### src/rtl/gps_pkg.sv
// Package for the genetic-algorithm parent selector.
// Holds sizes, field widths, codes and the controller/datapath interface structs.
// No dependencies.
package gps_pkg;

   localparam int ENTRY_COUNT = 256;
   localparam int IDX_W = 8;
   localparam int WEIGHT_W = 16;
   localparam int FIT_W = 32;
   localparam int DRAW_W = 16;
   localparam int SUM_W = 24;
   localparam int CNT_W = 5;
   localparam int MODE_W = 2;
   localparam int KIND_W = 2;
   localparam int REQ_DATA_W = 72;
   localparam int CSR_IDX_W = 2;
   localparam int CSR_DATA_W = 5;

   localparam logic [MODE_W-1:0] MODE_REPL = 2'd0;
   localparam logic [MODE_W-1:0] MODE_NO_REPL = 2'd1;
   localparam logic [MODE_W-1:0] MODE_TOURN = 2'd2;

   localparam logic [KIND_W-1:0] KIND_LOAD = 2'd0;
   localparam logic [KIND_W-1:0] KIND_DRAW = 2'd1;
   localparam logic [KIND_W-1:0] KIND_CLEAR = 2'd2;

   localparam logic [CSR_IDX_W-1:0] CSR_MODE = 2'd0;
   localparam logic [CSR_IDX_W-1:0] CSR_TSIZE = 2'd1;

   typedef struct packed {
      logic load;
      logic clear;
      logic wipe_step;
      logic scan_start;
      logic scan_step;
      logic tour_start;
      logic tour_update;
      logic emit;
   } cmd_type;

   typedef struct packed {
      logic is_load;
      logic is_clear;
      logic is_draw;
      logic is_cand;
      logic wipe_done;
      logic scan_hit;
      logic tour_done;
      logic out_free;
   } status_type;

endpackage

### src/rtl/gps_ctrl.sv
// Controller state machine of the parent selector.
// Sequences loads, roulette scans, tournament updates and result hand-off; uses gps_pkg.
module gps_ctrl (
   input  logic               clock,
   input  logic               reset,
   input  logic               req_tvalid,
   output logic               req_tready,
   input  gps_pkg::status_type status,
   output gps_pkg::cmd_type    cmd
);
   import gps_pkg::*;

   localparam logic [2:0] S_IDLE = 3'd0;
   localparam logic [2:0] S_SCAN = 3'd1;
   localparam logic [2:0] S_TCMP = 3'd2;
   localparam logic [2:0] S_EMIT = 3'd3;
   localparam logic [2:0] S_WIPE = 3'd4;

   logic [2:0] state_ff;
   logic [2:0] state_in;

   always_comb begin
      cmd = '0;
      state_in = state_ff;
      req_tready = 1'b0;
      case (state_ff)
         S_IDLE: begin
            req_tready = 1'b1;
            if (req_tvalid) begin
               cmd.load = status.is_load;
               cmd.clear = status.is_clear;
               if (status.is_clear) begin
                  state_in = S_WIPE;
               end else if (status.is_draw) begin
                  cmd.scan_start = 1'b1;
                  state_in = S_SCAN;
               end else if (status.is_cand) begin
                  cmd.tour_start = 1'b1;
                  state_in = S_TCMP;
               end
            end
         end
         S_SCAN: begin
            cmd.scan_step = 1'b1;
            if (status.scan_hit) begin
               state_in = S_EMIT;
            end
         end
         S_TCMP: begin
            cmd.tour_update = 1'b1;
            state_in = status.tour_done ? S_EMIT : S_IDLE;
         end
         S_EMIT: begin
            if (status.out_free) begin
               cmd.emit = 1'b1;
               state_in = S_IDLE;
            end
         end
         S_WIPE: begin
            cmd.wipe_step = 1'b1;
            if (status.wipe_done) begin
               state_in = S_IDLE;
            end
         end
         default: begin
            state_in = S_IDLE;
         end
      endcase
   end

   always_ff @(posedge clock) begin
      if (reset) begin
         state_ff <= S_WIPE;
      end else begin
         state_ff <= state_in;
      end
   end

endmodule

### config.mk
export PLATFORM = sky130hd
export DESIGN_NAME = gps_ctrl
export DESIGN_NICKNAME = d
export VERILOG_FILES = /design/src/rtl/gps_pkg.sv /design/src/rtl/gps_ctrl.sv
export SDC_FILE = /design/constraint.sdc
export NUM_CORES = 1
export LEC_CHECK = 0
export BUFFER_PORTS_ARGS = -buffer_cell sky130_fd_sc_hd__buf_2
export CAP_MARGIN = 20
export CORE_AREA = 2 2 39 41
export DETAILED_ROUTE_END_ITERATION = 8
export DIE_AREA = 0 0 41 43
export SLEW_MARGIN = 20
export SYNTH_ARGS = -nofsm -noshare
export SYNTH_HDL_FRONTEND = slang
export SYNTH_SLANG_ARGS = --single-unit
### constraint.sdc
create_clock -name clock -period 3.52 [get_ports clock]
set_input_delay 0.704 -clock clock [delete_from_list [all_inputs] [get_ports clock]]
set_output_delay 0.704 -clock clock [all_outputs]
set_load 0.05 [all_outputs]
# [After elaboration in Yosys (flattened, before gate mapping)]
# Cells that the tools add are included.
[totals] regBits=3 elab_cells=38
[op_classes] mux=26 reduce_logical=2 n_eq_ne=9
[ops] operator="2-to-1 mux 3 bit" count=7
[ops] operator="2-to-1 mux 1 bit" count=15
[ops] operator="one-hot mux 3 bit (5 select lines)" count=1
[ops] operator="inequality test 2 bit, second input constant" count=4
[ops] operator="equality test 3 x 2 -> 1 bit, second input constant" count=2
[ops] operator="2-to-1 mux 2 bit" count=3
[ops] operator="AND reduction 5 bit" count=1
[ops] operator="inequality test 4 bit, second input constant" count=1
[ops] operator="equality test 3 x 1 -> 1 bit, second input constant" count=1
[ops] operator="equality test 3 bit, second input constant" count=1
[ops] operator="zero test 3 bit" count=1

# [Logic depth before layout (Yosys ltp)]
[logic_depth] ltp_word=5 mapped_depth=5

# [Least setup slack after synthesis]
# OpenSTA, ideal clock, no wires.
[synth_path] path_kind="register to output" startpoint="register state_ff[1]" endpoint="output cmd[4] (netlist name)" path_buffers=1 arrival_time_ns=2.391 setup_slack_ns=0.425 path_stages_with_launch=5 cell_sequence="dfxtp_1 -> buf_6 -> nor3_2 -> nand2_1 -> nor3_1"
[synth_lines] element="from (decl)" line="gps_ctrl.sv:19" rtl="logic [2:0] state_ff;"
[synth_lines] element="from (signal assigned)" line="gps_ctrl.sv:75" rtl="state_ff <= state_in;"
[synth_lines] element="to (decl)" line="gps_ctrl.sv:9" rtl="output gps_pkg::cmd_type cmd"

==> reports/metrics.csv <==
metric;value;unit
status;complete, no violations;
cpPeakStageDelay;390;ps
path_class;reg2out;
crit_chain;nor3_2 -> nand2_1 -> nor3_1 -> buf_2;
ctsResizeCount;0;
cts-root-buf;clkbuf_4;
dieWidth;41;microns
syn_inst;36;
clkTransAtPathRegs;40;ps
drive_gt1_share;43.1;%
wl_per_cell;9.86;microns
synth_seq_cells;3;
synth-main-ff-cell;dfxtp_1;
reg2reg_to;state_ff[1]$_SDFFE_PP0P_;
synth_top_area_share;22.0;%
grtUsageTotal;10.3;%
num_io_pins;20;
clock_skew;0.792;ps
synth_most_common_cell;nand2_1;
portBuffers;19;
synth.area.top_cells;dfxtp_1 22%, nand3b_1 8.3%, and3_1 6.9%, o41ai_2 6.0%, o21ai_0 5.5%;
num_rows;14;
rrSetupSlack;2090;ps
clock_latency;230;ps
cts_tree;yes;
multiInputGateArea;190;sq um
vdd_drop_max;0.136;mV
clock_sinks;3;
avgSynthCellArea;7.58;sq um
p_leak;0.210;nW
htree_levels;1;
vias;331;
routabilityCongestion;0.766;
vias_per_cell;4.47;
ys_warn_count;0;
synth_top_family_by_area;simple AND/OR/NAND/NOR gates;
core;1380;sq um
cts_buffer_depth;2;
worstPathMaxFanout;8;
cp-end-kind;output port;
drt-initial-drc-count;4;
antenna_cells;0;
hold_ws;656;ps
critical-path-slowest-cell;dfxtp_1;
grt_remaining_overflow;0;
final_antenna_net_count;0;
seqCellArea;60.1;sq um
die_area;1760;sq um
hpwl;571;microns
hold_violations;0;
grt_pass1_vias;301;
preCtsSetupSlack;1460;ps
required;2820;ps
seq_area_frac_synth;22.0;%
worst_pin_slew;440;ps
synth_edf_count;0;
timing.fmax;0.468;GHz
fin_ws;1380;ps
cp-start-kind;flop;
min_path_cells;2;
ctsHoldBuffers;0;
setup_violations;0;
post-route-min-period;2140;ps
synth_xor_xnor_area_share;0;%
postCtsSetupBuffers;0;
synth_top_cell_by_area;dfxtp_1;
drt-pass1-iter-count;4;
tns;0;ps
wl;730;microns
stdcell_count;74;
nFillCells;150;
synth-compound-area-share;19.3;%
top_regs;state_ff x3;
fin_crit_sh;60.7;%
r2r_cells;4;
grt_first_pass_wirelength;1210;microns
r2r-start;state_ff[1]$_SDFFE_PP0P_;
async_flop_share;0;%
drc;0;
grt_setup_unrepaired;false;
synth-adder-area-share;0;%
placedCellCount;70;
largest_reg_flops;3;
die_h;43;microns
hold_path.class;reg2reg;
maxSlewViolCount;0;
max-slew-margin-rel;70.3;%
cts_buffers;3;
powerDensity;442;nW/um^2
grt_max_degree;9;
antenna_found_initial;0;
start_util;19.7;%
startpoint;state_ff[1]$_SDFFE_PP0P_;
synth_fp_nets;47;
areaGrowthSynthToFinish;47.7;%
yosys.area_share.simple;46.8;%
fin_util;29.1;%
critPathArrivalTime;1430;ps
muxShareOfSynthArea;3.67;%
netlist_area;273;sq um
layout.nets;70;
crit_end;cmd[4];
regMostFlops;state_ff;
synth_cell_types;19;
cap_violations;0;
==> cells by family after synthesis <==
logic type | after synthesis
muxes | 1
buffers and inverters | 4
DFF | 3
AOI/OAI and AO/OA | 6
and+or+nand+nor | 22
==> area by class of cell <==
type                            count  area share [%]
Multi-Input combinational cell     29            47.2
Timing Repair Buffer               19            23.6
Sequential cell                     3            14.9
Clock buffer                        4            6.52
Tap cell                           16            4.97
Inverter                            3            2.80
==> worst min-delay path by stage <==
stage | start | end | slack, ps
2_1_floorplan | state_ff[2]$_SDFFE_PP1P_ | state_ff[0]$_SDFFE_PP0P_ | 560
3_3_place_gp | state_ff[2]$_SDFFE_PP1P_ | state_ff[0]$_SDFFE_PP0P_ | 630
3_5_place_dp | state_ff[1]$_SDFFE_PP0P_ | state_ff[1]$_SDFFE_PP0P_ | 650
4_1_cts | state_ff[2]$_SDFFE_PP1P_ | state_ff[0]$_SDFFE_PP0P_ | 650
5_1_grt | state_ff[2]$_SDFFE_PP1P_ | state_ff[0]$_SDFFE_PP0P_ | 690
6_report | state_ff[1]$_SDFFE_PP0P_ | state_ff[1]$_SDFFE_PP0P_ | 660
==> through the flow <==
| stage | power (mW) | area (sq um) |
|---|---|---|
| 6_report | 0.178 | 403 |
| 5_1_grt | 0.191 | 403 |
| 4_1_cts | 0.181 | 403 |
| 3_5_place_dp | 0.118 | 377 |
| 3_3_place_gp | 0.118 | 377 |
| 2_1_floorplan | 0.102 | 273 |
==> worst max-delay path, delay by kind of cell, from the launching register on <==
family / cells / cell delay (ps)
buffers and inverters: 1 / 280
flip-flops: 1 / 390
AND/OR/NAND/NOR: 3 / 520
==> cells in the final DEF (no fill, tap or decap) <==
cell type,synthesis,final
buf_2,0,19
nor4_1,1,1
and3_1,3,3
inv_1,3,3
nor2b_1,1,1
a211oi_2,1,1
o21ai_0,3,3
clkbuf_4,0,3
dfxtp_1,3,3
nor4b_1,1,1
a221oi_1,1,1
or3_1,1,1
nor3_1,2,2
and2_1,2,2
nor2_1,3,3
clkbuf_1,0,1
nand3b_1,3,3
mux2i_1,1,1
nor3_2,1,1
nand2_1,4,4
o41ai_2,1,1
==> power breakdown <==
part | leakage, nW | switching (mW) | total [mW] | internal (mW)
Combinational | 0.171 | 0.0482 | 0.0709 | 0.0227
Sequential | 0.0248 | 0.00896 | 0.0471 | 0.0381
Clock | 0.0150 | 0.0175 | 0.0600 | 0.0425
Total | 0.210 | 0.0747 | 0.178 | 0.103
==> per-layer routing <==
layer | vias up | track usage [%] | wire (microns)
met2 | 17 | 13.4 | 305
li1 | 174 | - | -
met4 | 0 | 6.00 | 0
met5 | - | 0 | 0
met3 | 0 | 3.14 | 50
met1 | 140 | 14.4 | 373
No activity file was read; power rests on OpenSTA's default activity.
